## src/assert_macros.svh

```systemverilog
// assertion helpers shared by the rtl files
`ifndef ASSERT_MACROS_SVH
`define ASSERT_MACROS_SVH

`ifndef NO_ASSERTIONS

// property must hold at every clock edge outside reset
`define ASSERT_PROP(lbl, clk, rst, prop) \
   lbl: assert property (@(posedge clk) disable iff (rst) (prop)) \
      else $error("assertion failed");

// condition must never be seen at a clock edge outside reset
`define ASSERT_NEVER(lbl, clk, rst, cond) \
   lbl: assert property (@(posedge clk) disable iff (rst) !(cond)) \
      else $error("forbidden condition seen");

`else

`define ASSERT_PROP(lbl, clk, rst, prop)
`define ASSERT_NEVER(lbl, clk, rst, cond)

`endif

`endif

```

## src/chdec_pkg.sv

```systemverilog
package chdec_pkg;

   // size line limits
   localparam int MAX_SIZE_DIGITS = 16;
   localparam int DIGIT_CNT_W     = 5;
   localparam int CHUNK_W         = 64;
   localparam int COUNT_W         = 24;

   // line feed byte
   localparam logic [7:0] LINE_FEED = 8'h0a;

   // end marker codes
   localparam logic [1:0] END_ZERO_CHUNK = 2'd0;
   localparam logic [1:0] END_INPUT_DONE = 2'd1;
   localparam logic [1:0] END_SIZE_LONG  = 2'd2;
   localparam logic [1:0] END_OUT_FULL   = 2'd3;

   // result queue sizing
   localparam int RSP_DEPTH = 8;
   localparam int RSP_PTR_W = $clog2(RSP_DEPTH);
   localparam int RSP_CNT_W = RSP_PTR_W + 1;
   localparam int RSP_SLACK = RSP_DEPTH / 2;

   // csr map
   localparam logic CSR_IDX_OUTPUT_LIMIT = 1'b0;
   localparam int   CSR_ADDR_W           = 3;

   typedef struct packed {
      logic                final_res;
      logic [COUNT_W-1:0]  bytes_out;
      logic [1:0]          end_code;
      logic                is_payload;
      logic [7:0]          out_byte;
   } rsp_item_type;

   // results produced by one request, marker always in item1 when two
   typedef struct packed {
      logic [1:0]   count;
      rsp_item_type item0;
      rsp_item_type item1;
   } rsp_push_type;

endpackage

```

## src/chdec_parser.sv

```systemverilog
`include "assert_macros.svh"

module chdec_parser
   import chdec_pkg::*;
(
   input  logic               clock,
   input  logic               reset,
   input  logic               accept,
   input  logic [7:0]         in_byte,
   input  logic               last_byte,
   input  logic [COUNT_W-1:0] output_limit,
   output logic               busy,
   output rsp_push_type       push
);

   localparam logic [1:0] PH_SIZE      = 2'd0;
   localparam logic [1:0] PH_SIZE_LINE = 2'd1;
   localparam logic [1:0] PH_DATA      = 2'd2;
   localparam logic [1:0] PH_TRAILER   = 2'd3;

   // hex digit decode, bit 4 flags a valid digit
   function automatic logic [4:0] hex_decode(input logic [7:0] b);
      logic [4:0] r;
      r = 5'd0;
      if (b >= 8'h30 && b <= 8'h39) begin
         r = {1'b1, 4'(b - 8'h30)};
      end else if (b >= 8'h61 && b <= 8'h66) begin
         r = {1'b1, 4'(b - 8'h57)};
      end else if (b >= 8'h41 && b <= 8'h46) begin
         r = {1'b1, 4'(b - 8'h37)};
      end
      return r;
   endfunction

   logic                   in_valid_ff;
   logic [7:0]             in_byte_ff;
   logic                   in_last_ff;

   logic [1:0]             phase_ff, phase_in;
   logic [CHUNK_W-1:0]     remain_ff, remain_in;
   logic [DIGIT_CNT_W-1:0] digits_ff, digits_in;
   logic [COUNT_W-1:0]     emitted_ff, emitted_in;
   logic                   ended_ff, ended_in;

   logic [4:0]             hex;
   logic                   done;
   logic [1:0]             code;
   logic                   pay;
   rsp_item_type           pay_item;
   rsp_item_type           mark_item;

   // input register
   always_ff @(posedge clock) begin
      if (reset) begin
         in_valid_ff <= 1'b0;
      end else begin
         in_valid_ff <= accept;
      end
      if (accept) begin
         in_byte_ff <= in_byte;
         in_last_ff <= last_byte;
      end
   end

   assign busy = in_valid_ff;
   assign hex  = hex_decode(in_byte_ff);

   // decode step for the registered byte
   always_comb begin
      phase_in   = phase_ff;
      remain_in  = remain_ff;
      digits_in  = digits_ff;
      emitted_in = emitted_ff;
      ended_in   = ended_ff;
      done       = 1'b0;
      code       = END_ZERO_CHUNK;
      pay        = 1'b0;
      if (in_valid_ff && !ended_ff) begin
         unique case (phase_ff) inside
            PH_SIZE, PH_SIZE_LINE: begin
               if (phase_ff == PH_SIZE && hex[4]) begin
                  remain_in = {remain_ff[CHUNK_W-5:0], hex[3:0]};
                  digits_in = digits_ff + DIGIT_CNT_W'(1);
                  if (digits_in > DIGIT_CNT_W'(MAX_SIZE_DIGITS)) begin
                     done = 1'b1;
                     code = END_SIZE_LONG;
                  end
               end else begin
                  phase_in = PH_SIZE_LINE;
                  if (in_byte_ff == LINE_FEED) begin
                     if (remain_ff == '0) begin
                        done = 1'b1;
                        code = END_ZERO_CHUNK;
                     end else begin
                        phase_in = PH_DATA;
                     end
                  end
               end
            end
            PH_DATA: begin
               if (emitted_ff >= output_limit) begin
                  done = 1'b1;
                  code = END_OUT_FULL;
               end else begin
                  pay        = 1'b1;
                  emitted_in = emitted_ff + COUNT_W'(1);
                  remain_in  = remain_ff - CHUNK_W'(1);
                  if (remain_ff == CHUNK_W'(1)) begin
                     phase_in = PH_TRAILER;
                  end
               end
            end
            default: begin
               if (in_byte_ff == LINE_FEED) begin
                  phase_in  = PH_SIZE;
                  remain_in = '0;
                  digits_in = '0;
               end
            end
         endcase
         if (!done && in_last_ff) begin
            done = 1'b1;
            code = END_INPUT_DONE;
         end
         if (done) begin
            ended_in = 1'b1;
         end
      end
      // a last byte re-arms for the next body
      if (in_valid_ff && in_last_ff) begin
         phase_in   = PH_SIZE;
         remain_in  = '0;
         digits_in  = '0;
         emitted_in = '0;
         ended_in   = 1'b0;
      end
   end

   // result items
   always_comb begin
      pay_item            = '0;
      pay_item.out_byte   = in_byte_ff;
      pay_item.is_payload = 1'b1;
      pay_item.bytes_out  = emitted_ff + COUNT_W'(1);
      mark_item           = '0;
      mark_item.end_code  = code;
      mark_item.final_res = 1'b1;
      mark_item.bytes_out = pay ? emitted_ff + COUNT_W'(1) : emitted_ff;
      push                = '0;
      if (pay && done) begin
         push.count = 2'd2;
         push.item0 = pay_item;
         push.item1 = mark_item;
      end else if (pay) begin
         push.count = 2'd1;
         push.item0 = pay_item;
      end else if (done) begin
         push.count = 2'd1;
         push.item0 = mark_item;
      end
   end

   // decoder state
   always_ff @(posedge clock) begin
      if (reset) begin
         phase_ff   <= PH_SIZE;
         remain_ff  <= '0;
         digits_ff  <= '0;
         emitted_ff <= '0;
         ended_ff   <= 1'b0;
      end else begin
         phase_ff   <= phase_in;
         remain_ff  <= remain_in;
         digits_ff  <= digits_in;
         emitted_ff <= emitted_in;
         ended_ff   <= ended_in;
      end
   end

   `ASSERT_PROP(a_quiet_after_end, clock, reset, (in_valid_ff && ended_ff) |-> push.count == 2'd0)
   `ASSERT_PROP(a_pair_only_on_last, clock, reset, (push.count == 2'd2) |-> in_last_ff)
   `ASSERT_NEVER(a_digit_bound, clock, reset, digits_ff > DIGIT_CNT_W'(MAX_SIZE_DIGITS + 1))
   `ASSERT_PROP(a_no_push_when_idle, clock, reset, !in_valid_ff |-> push.count == 2'd0)

endmodule

```

## src/chdec_rsp_fifo.sv

```systemverilog
`include "assert_macros.svh"

module chdec_rsp_fifo
   import chdec_pkg::*;
(
   input  logic                 clock,
   input  logic                 reset,
   input  rsp_push_type         push,
   input  logic                 pop,
   output logic                 not_empty,
   output rsp_item_type         head,
   output logic [RSP_CNT_W-1:0] level
);

   rsp_item_type           mem [RSP_DEPTH];
   logic [RSP_PTR_W-1:0]   wr_ff, rd_ff;
   logic [RSP_CNT_W-1:0]   count_ff, count_in;
   logic [RSP_PTR_W-1:0]   wr_next;

   assign wr_next   = wr_ff + RSP_PTR_W'(1);
   assign not_empty = (count_ff != '0);
   assign head      = mem[rd_ff];
   assign level     = count_ff;
   assign count_in  = count_ff + RSP_CNT_W'(push.count) - RSP_CNT_W'(pop);

   // storage writes, up to two per cycle
   always_ff @(posedge clock) begin
      if (push.count != 2'd0) begin
         mem[wr_ff] <= push.item0;
      end
      if (push.count == 2'd2) begin
         mem[wr_next] <= push.item1;
      end
   end

   // pointers and fill level
   always_ff @(posedge clock) begin
      if (reset) begin
         wr_ff    <= '0;
         rd_ff    <= '0;
         count_ff <= '0;
      end else begin
         wr_ff    <= wr_ff + RSP_PTR_W'(push.count);
         rd_ff    <= rd_ff + RSP_PTR_W'(pop);
         count_ff <= count_in;
      end
   end

   `ASSERT_NEVER(a_no_overflow, clock, reset, count_ff > RSP_CNT_W'(RSP_DEPTH))
   `ASSERT_NEVER(a_no_underflow, clock, reset, pop && count_ff == '0)
   `ASSERT_NEVER(a_push_fits, clock, reset, (RSP_CNT_W+1)'(count_ff) + (RSP_CNT_W+1)'(push.count) > (RSP_CNT_W+1)'(RSP_DEPTH))

endmodule

```

## src/http_chunked_body_decoder_top.sv

```systemverilog
// chunked body decoder
// request channel (req_): one raw body byte per request in req_tdata, with
// req_tlast on the final byte of the raw body.
// result channel (rsp_): decoded payload bytes, then one end marker per body
// flagged by rsp_tlast; rsp_tuser says whether a result is payload and, on
// the marker, why the body ended. rsp_tdata carries the byte and the running
// count of payload bytes.
// csr port: output_limit at byte address 0, caps payload bytes per body.
// throughput: one request per cycle while req_tready is high; a request may
// produce two results (a payload byte plus the end marker), so sustained
// output is one result per cycle while rsp_tready is high, with the result
// queue absorbing bursts. results pass the input register, then the
// eight-entry result queue, before they appear on rsp_tvalid.
// reset: decoder returns to reading a size line, queue is emptied and
// output_limit returns to its maximum.
// stall: while rsp_tready is low results wait in the queue; req_tready drops
// once the queue holds more than four results, or more than two while a
// request sits in the input register.
module http_chunked_body_decoder_top
   import chdec_pkg::*;
(
   input  logic                  clock,
   input  logic                  reset,
   // request: [7:0] in_byte
   input  logic [7:0]            req_tdata,
   input  logic                  req_tlast,
   input  logic                  req_tvalid,
   output logic                  req_tready,
   // result: [7:0] out_byte, [31:8] bytes_out
   output logic [31:0]           rsp_tdata,
   // result: [0] is_payload, [2:1] end_code
   output logic [2:0]            rsp_tuser,
   output logic                  rsp_tlast,
   output logic                  rsp_tvalid,
   input  logic                  rsp_tready,
   // csr port
   input  logic                  csr_psel,
   input  logic                  csr_penable,
   input  logic                  csr_pwrite,
   input  logic [CSR_ADDR_W-1:0] csr_paddr,
   input  logic [31:0]           csr_pwdata,
   output logic [31:0]           csr_prdata,
   output logic                  csr_pready
);

   logic [COUNT_W-1:0]   limit_ff;
   logic                 csr_wr;
   logic                 busy;
   logic                 accept;
   rsp_push_type         push;
   rsp_item_type         head;
   logic [RSP_CNT_W-1:0] level;
   logic                 pop;

   // csr register
   assign csr_pready = 1'b1;
   assign csr_wr     = csr_psel && csr_penable && csr_pwrite && csr_pready;

   always_ff @(posedge clock) begin
      if (reset) begin
         limit_ff <= '1;
      end else if (csr_wr && csr_paddr[2] == CSR_IDX_OUTPUT_LIMIT) begin
         limit_ff <= csr_pwdata[COUNT_W-1:0];
      end
   end

   always_comb begin
      csr_prdata = '0;
      if (csr_paddr[2] == CSR_IDX_OUTPUT_LIMIT) begin
         csr_prdata = {(32-COUNT_W)'(0), limit_ff};
      end
   end

   // flow control: room for two results per request in flight and accepted
   assign req_tready = ((RSP_CNT_W+1)'(level) + (busy ? (RSP_CNT_W+1)'(2) : '0))
                       <= (RSP_CNT_W+1)'(RSP_SLACK);
   assign accept     = req_tvalid && req_tready;
   assign pop        = rsp_tvalid && rsp_tready;

   chdec_parser u_parser (
      .clock        (clock),
      .reset        (reset),
      .accept       (accept),
      .in_byte      (req_tdata),
      .last_byte    (req_tlast),
      .output_limit (limit_ff),
      .busy         (busy),
      .push         (push)
   );

   chdec_rsp_fifo u_rsp_fifo (
      .clock     (clock),
      .reset     (reset),
      .push      (push),
      .pop       (pop),
      .not_empty (rsp_tvalid),
      .head      (head),
      .level     (level)
   );

   // result packing
   assign rsp_tdata = {head.bytes_out, head.out_byte};
   assign rsp_tuser = {head.end_code, head.is_payload};
   assign rsp_tlast = head.final_res;

endmodule

```

## config.mk

```make
export PLATFORM = sky130hd
export DESIGN_NAME = http_chunked_body_decoder_top
export DESIGN_NICKNAME = d
export VERILOG_FILES = /design/src/chdec_pkg.sv /design/src/chdec_parser.sv /design/src/chdec_rsp_fifo.sv /design/src/http_chunked_body_decoder_top.sv
export VERILOG_INCLUDE_DIRS = /design/src /design/src/src
export SDC_FILE = /design/constraint.sdc
export NUM_CORES = 1
export LEC_CHECK = 0
export BUFFER_PORTS_ARGS = -buffer_cell sky130_fd_sc_hd__buf_4
export CAP_MARGIN = 30
export CORE_ASPECT_RATIO = 1.75
export CORE_MARGIN = 8
export CORE_UTILIZATION = 35
export CTS_BUF_LIST = sky130_fd_sc_hd__clkbuf_8 sky130_fd_sc_hd__clkbuf_16
export DETAILED_ROUTE_END_ITERATION = 7
export SYNTH_ARGS = -nofsm -noshare
export SYNTH_HDL_FRONTEND = slang
export SYNTH_SLANG_ARGS = --single-unit
```

## constraint.sdc

```tcl
create_clock -name clock -period 10.7 [get_ports clock]
set_input_delay 1.07 -clock clock [delete_from_list [all_inputs] [get_ports clock]]
set_output_delay 1.07 -clock clock [all_outputs]
set_load 0.02 [all_outputs]
```

==> impl_metrics.ini, run 1 <==
[status]
status = completed

[sta]
max_freq_mhz = 152
post-route-period-util = 0.615
setup_viol = 0
tns_ps = 0
fin_hold_ws_ps = 457
tightest_slew_ps = 1060
rsz0062_at_grt = no
maxSlewViolCount = 0
setup_ws_ps = 4120
hold_viol = 0
period_needed_ps = 6580
clock_skew_ps = 25.6
maxSlewHeadroom = 0.293

[worst_setup_path]
reg2reg_depth = 14
arrival_ps = 6980
cp_data_required_time_ps = 11110
cp-endpoint = u_rsp_fifo.mem[5][25]
cp.buffers_inverters = 1
regToRegStartpoint = u_parser.emitted_ff[17]
cp-start-kind = flip-flop
path_delay_family = compound AO/OA/AOI/OAI gates
crit_start = u_parser.emitted_ff[17]
cp.depth = 14
cp_slowest_stage_delay_ps = 830
rrSetupSlack_ps = 4120
crit_type = reg2reg
slowest_stage = o22ai_2
cp_cell_sequence = ha_1, a211oi_1, o21ai_0, a22oi_1, o21ai_0, or3_4, inv_1, ha_1, nand2b_1, nor3_1, nor2_1, o22ai_2, a22oi_1, o21ai_1
crit_path_max_fanout = 48
cp-end-kind = flip-flop
timing.rr.end = u_rsp_fifo.mem[5][25]

[synth]
ys.flop_type = edfxtp_1
async_flop_share = 0
synth_seq_cells = 428
ys_seq_area_frac = 0.472
synth_edf_count = 225
synth_most_common_cell = nand2_1
syn_inst = 2340
yosysTopAreaCellShare = 0.295
ys_warn_count = 0
synth_top_area_cell = edfxtp_1
synth_area_um2 = 22900
syn_avg_cell_area_um2 = 9.79
synth_common_cells = nand2_1 (240), o21ai_0 (238), edfxtp_1 (225)
netlist-cell-type-count = 83
ys_top_cells_by_area = edfxtp_1 (29%), dfxtp_1 (18%), mux4_2 (7.1%)

[detailed_routing]
wl_per_cell_um = 24.9
drc = 0
antenna_left = 0
drt_pass1_iterations = 6
wirelength_um = 79900
first_iter_violations = 1773
via_count = 19834
vias_per_cell = 6.17

[placement]
place_area_um2 = 24500
port_buffers = 102
dp_hpwl_um = 55000
pre_cts_ws_ps = 4190
gp_congestion = 0.902

[layout]
nets = 2464
final_area_um2 = 25800
drive_gt1_frac = 0.157
syn_to_final_growth_pct = 12.9
fillers = 6262

[die]
die_h_um = 354
fp-row-count = 124
floorplan.die_area_um2 = 74200
die_w_um = 209
pin_count = 122
fp.coreArea_um2 = 65000
start_util = 0.352

[grt]
grt_pass1_wl_um = 120000
grt_overflow = 0
grt_start_max_net_pins = 86
antenna_found_initial = 0
grt_usage = 0.208
first_global_vias = 19885

[clock_network]
cts_inserted_buffers = 40
post_cts_buffers = 0
cts-resized-gates = 0
cts.sinks = 428
clockRootBuffer = clkbuf_16
postCtsHoldBufs = 0
clkTransAtPathRegs_ps = 60
clock_latency_ps = 570
htree_levels = 2
clockBufferDepth = 3
cts_tree = done

[worst_hold_path]
hp-class = reg2reg

[pwr]
worst_ir_drop_vdd_mv = 0.0938
pwr_density_cell_nw_per_um2 = 163
power_mw = 4.22
leakagePower_nw = 8.66

[job]
cap_viol_max_count = 0
==> kinds of logic after synthesis <==
kind of cell             synth area share
AO/OA/AOI/OAI                       0.197
XOR/XNOR                           0.0130
adder cells (fa/ha/maj)            0.0285
buffers and inverters              0.0464
flip-flops                          0.472
multiplexers                       0.0899
other                            0.000328
AND/OR/NAND/NOR                     0.152
==> power by group <==
group	switching [mW]	internal, mW
Sequential	0.0843	1.75
Combinational	0.492	0.405
Clock	0.659	0.821
==> cells in the final DEF, fill, tap and decap left out, types with 35 or more instances in the layout <==
cell type  count
ha_1          49
a21oi_1      127
dfxtp_1      200
mux4_2        72
nand2_1      239
buf_4        158
o21ai_0      238
nor2_1       178
clkbuf_16     42
nor3_1        40
edfxtp_1     225
inv_1         80
nand3_1      104
a22oi_1       39
a32oi_1       38
o221ai_1      35
mux2_2        37
o22ai_1       79
==> flip-flops by register name, indices dropped and copies added, names as in the netlist, 2 cells and up <==
register / cells
u_parser.phase_ff: 2
u_parser.digits_ff: 5
u_rsp_fifo.wr_ff: 3
u_parser.emitted_ff: 24
u_rsp_fifo.mem: 288
limit_ff: 24
u_parser.in_byte_ff: 8
u_rsp_fifo.level: 4
u_parser.remain_ff: 64
u_rsp_fifo.rd_ff: 3
==> through the flow <==
step           std cells  utilization
3_5_place_dp        3137        0.377
5_1_grt             3211        0.398
4_1_cts             3209        0.397
6_report            3212        0.398
3_3_place_gp        3134        0.376
2_1_floorplan       2347            -
==> final cells by class <==
cell class,instances,area (um^2),area share
inverter,77,289,0.0112
sequential,428,10800,0.419
clock buffer,43,1060,0.0412
multi-input combinational,1653,11100,0.430
timing repair buffer,162,1250,0.0485
antenna,1,2.50,0.0000968
tap,819,1020,0.0396
clock inverter,29,263,0.0102
==> worst min path at each step <==
stage	from	to	slack, ps	cells past startpoint
finish	u_rsp_fifo.mem[2][8]	u_rsp_fifo.mem[2][8]	460	2
global route	u_rsp_fifo.mem[6][8]	u_rsp_fifo.mem[6][8]	480	2
CTS	u_rsp_fifo.mem[2][8]	u_rsp_fifo.mem[2][8]	460	2
detailed placement	u_rsp_fifo.mem[2][8]	u_rsp_fifo.mem[2][8]	440	2
global placement	u_rsp_fifo.mem[7][8]	u_rsp_fifo.mem[7][8]	430	2
floorplan	u_rsp_fifo.mem[2][8]	u_rsp_fifo.mem[2][8]	420	2
==> routing by layer <==
metal	GRT usage	wire length [um]	vias up
met2	0.395	42900	959
met3	0.0268	4650	306
met5	0	0	-
met4	0.145	5900	0
met1	0.207	26500	9654
li1	-	-	8915
==> worst register-to-register path: stages, from the launching register on <==
cell	delay, ps
dfxtp_1	690
ha_1	360
a211oi_1	250
o21ai_0	130
a22oi_1	540
o21ai_0	330
or3_4	680
inv_1	160
ha_1	620
nand2b_1	190
nor3_1	780
nor2_1	450
o22ai_2	830
a22oi_1	240
o21ai_1	160
(Power assumes the default switching activity.)
==> run 2, diff against run 1 <==
Clock period 10.7 ns to 6.2 ns, I/O delays scaled along.
==> impl_metrics.ini, run 2 (synthesized netlist as in run 1, its figures left out) <==
[detailed_routing]
antenna_left = 0
drt_pass1_iterations = 7
drc = 0
wirelength_um = 81400
vias_per_cell = 6.21
via_count = 20093
wl_per_cell_um = 25.1
first_iter_violations = 1994

[job]
cap_viol_max_count = 0

[pwr]
combPwrFrac = 0.217
sw_frac_of_total = 0.291
p_clk_frac = 0.352
p_int_mw = 5.19
seqPwrFrac = 0.431
worst_ir_drop_vdd_mv = 0.197
p_switching_mw = 2.13
pwr_density_cell_nw_per_um2 = 281
leakagePower_nw = 8.80

[layout]
top_register = u_rsp_fifo.mem
nets = 2489
layout_common_cells = nand2_1 (239), o21ai_0 (238), edfxtp_1 (225)
syn_to_final_growth_pct = 13.8
drive_gt1_frac = 0.164
antenna_cells = 0
final_area_um2 = 26100
final_common_cell = nand2_1
largest_registers = u_rsp_fifo.mem: 288 flops, u_parser.remain_ff: 64 flops
largest_reg_flops = 288

[grt]
grt_pass1_wl_um = 120000
grt_start_max_net_pins = 56
grt_usage = 0.209
first_global_vias = 19794
antenna_found_initial = 0
grt_overflow = 0

[die]
fp-row-count = 124
die_h_um = 354
pin_count = 122
fp.coreArea_um2 = 65000
die_w_um = 209
floorplan.die_area_um2 = 74200
start_util = 0.352

[sta]
tns_ps = 0
maxSlewViolCount = 0
fin_hold_ws_ps = 234
tightest_slew_ps = 1050
max_freq_mhz = 181
rsz0062_at_grt = no
hold_viol = 0
clock_skew_ps = 26.5
period_needed_ps = 5530
setup_viol = 0
post-route-period-util = 0.892
setup_ws_ps = 671
maxSlewHeadroom = 0.298

[worst_setup_path]
cp-start-kind = flip-flop
crit_type = reg2reg
cp_slowest_stage_delay_ps = 740
path_delay_family = compound AO/OA/AOI/OAI gates
crit_path_max_fanout = 13
cp_cell_sequence = inv_1, ha_1, o21bai_1, a2111oi_4, a31oi_2, nor4_1, or3_1, a21oi_1, nor2_1, inv_1, ha_1, nor2b_1, nand2_1, nand2_1, buf_4, o21a_1, a31oi_1, a31oi_1
arrival_ps = 5910
cp.buffers_inverters = 3
slowest_stage = o21a_1
cp-end-kind = flip-flop
cp_data_required_time_ps = 6580

[placement]
gp_congestion = 0.926
dp_hpwl_um = 57000
port_buffers = 102
pre_cts_ws_ps = 744
place_area_um2 = 24700

[clock_network]
clockBufferDepth = 3
clkTransAtPathRegs_ps = 70
cts-resized-gates = 0
clockRootBuffer = clkbuf_16
cts.sinks = 428
cts_tree = done
clock_latency_ps = 580
htree_levels = 2
postCtsHoldBufs = 0
cts_inserted_buffers = 40
post_cts_buffers = 0

[worst_hold_path]
hp-class = in2reg

[status]
status = completed
run 2: cell types whose count changed in the layout (fill, tap and decap cells not counted), moves of 4 or more:
cell,before,now
clkinv_1,3,7
clkinv_2,9,3
clkbuf_8,1,6
buf_4,158,182
run 2: per-stage QoR:
step,utilization,instances,power [mW]
floorplan,-,2347,4.28
CTS,0.401,3236,7.39
global route,0.401,3237,7.59
finish,0.401,3237,7.32
global placement,0.379,3160,4.79
detailed placement,0.380,3163,4.82
run 2: routing by layer:
| layer | routed length (um) | track usage |
|---|---|---|
| met1 | 27500 | 0.211 |
| met2 | 43000 | 0.391 |
| met3 | 4680 | 0.0267 |
| met4 | 6150 | 0.148 |
| met5 | 0 | 0 |
run 2: power groups by stage:
stage / Sequential (mW) / Clock, mW / Combinational (mW)
4_1_cts: 3.15 / 2.62 / 1.61
3_3_place_gp: 3.26 / 0 / 1.52
5_1_grt: 3.16 / 2.71 / 1.72
2_1_floorplan: 3.12 / 0 / 1.16
3_5_place_dp: 3.22 / 0 / 1.60
6_report: 3.15 / 2.58 / 1.59
run 2: cell type report:
cell class                      count  area, um^2
Fill cell                        6235       38900
Inverter                           77         289
Timing Repair Buffer              187        1470
Multi-Input combinational cell   1653       11100
Clock buffer                       47        1110
Sequential cell                   428       10800
Clock inverter                     26         248
Tap cell                          819        1020
run 2: final timing paths:
check | depth (start not counted) | start | slack, ps | to
max | 18 | u_parser.in_byte_ff[0] | 670 | u_rsp_fifo.mem[3][18]
max reg2reg | 18 | u_parser.in_byte_ff[0] | 670 | u_rsp_fifo.mem[3][18]
min | 1 | req_tdata[1] | 230 | u_parser.in_byte_ff[1]
min reg2reg | 2 | u_rsp_fifo.mem[2][8] | 460 | u_rsp_fifo.mem[2][8]
run 2: worst reg2reg max path: stages, from the launching register on:
cell	delay, ps
edfxtp_1	510
inv_1	140
ha_1	180
o21bai_1	110
a2111oi_4	520
a31oi_2	190
nor4_1	570
or3_1	230
a21oi_1	50
nor2_1	270
inv_1	80
ha_1	230
nor2b_1	350
nand2_1	320
nand2_1	150
buf_4	280
o21a_1	740
a31oi_1	190
a31oi_1	260
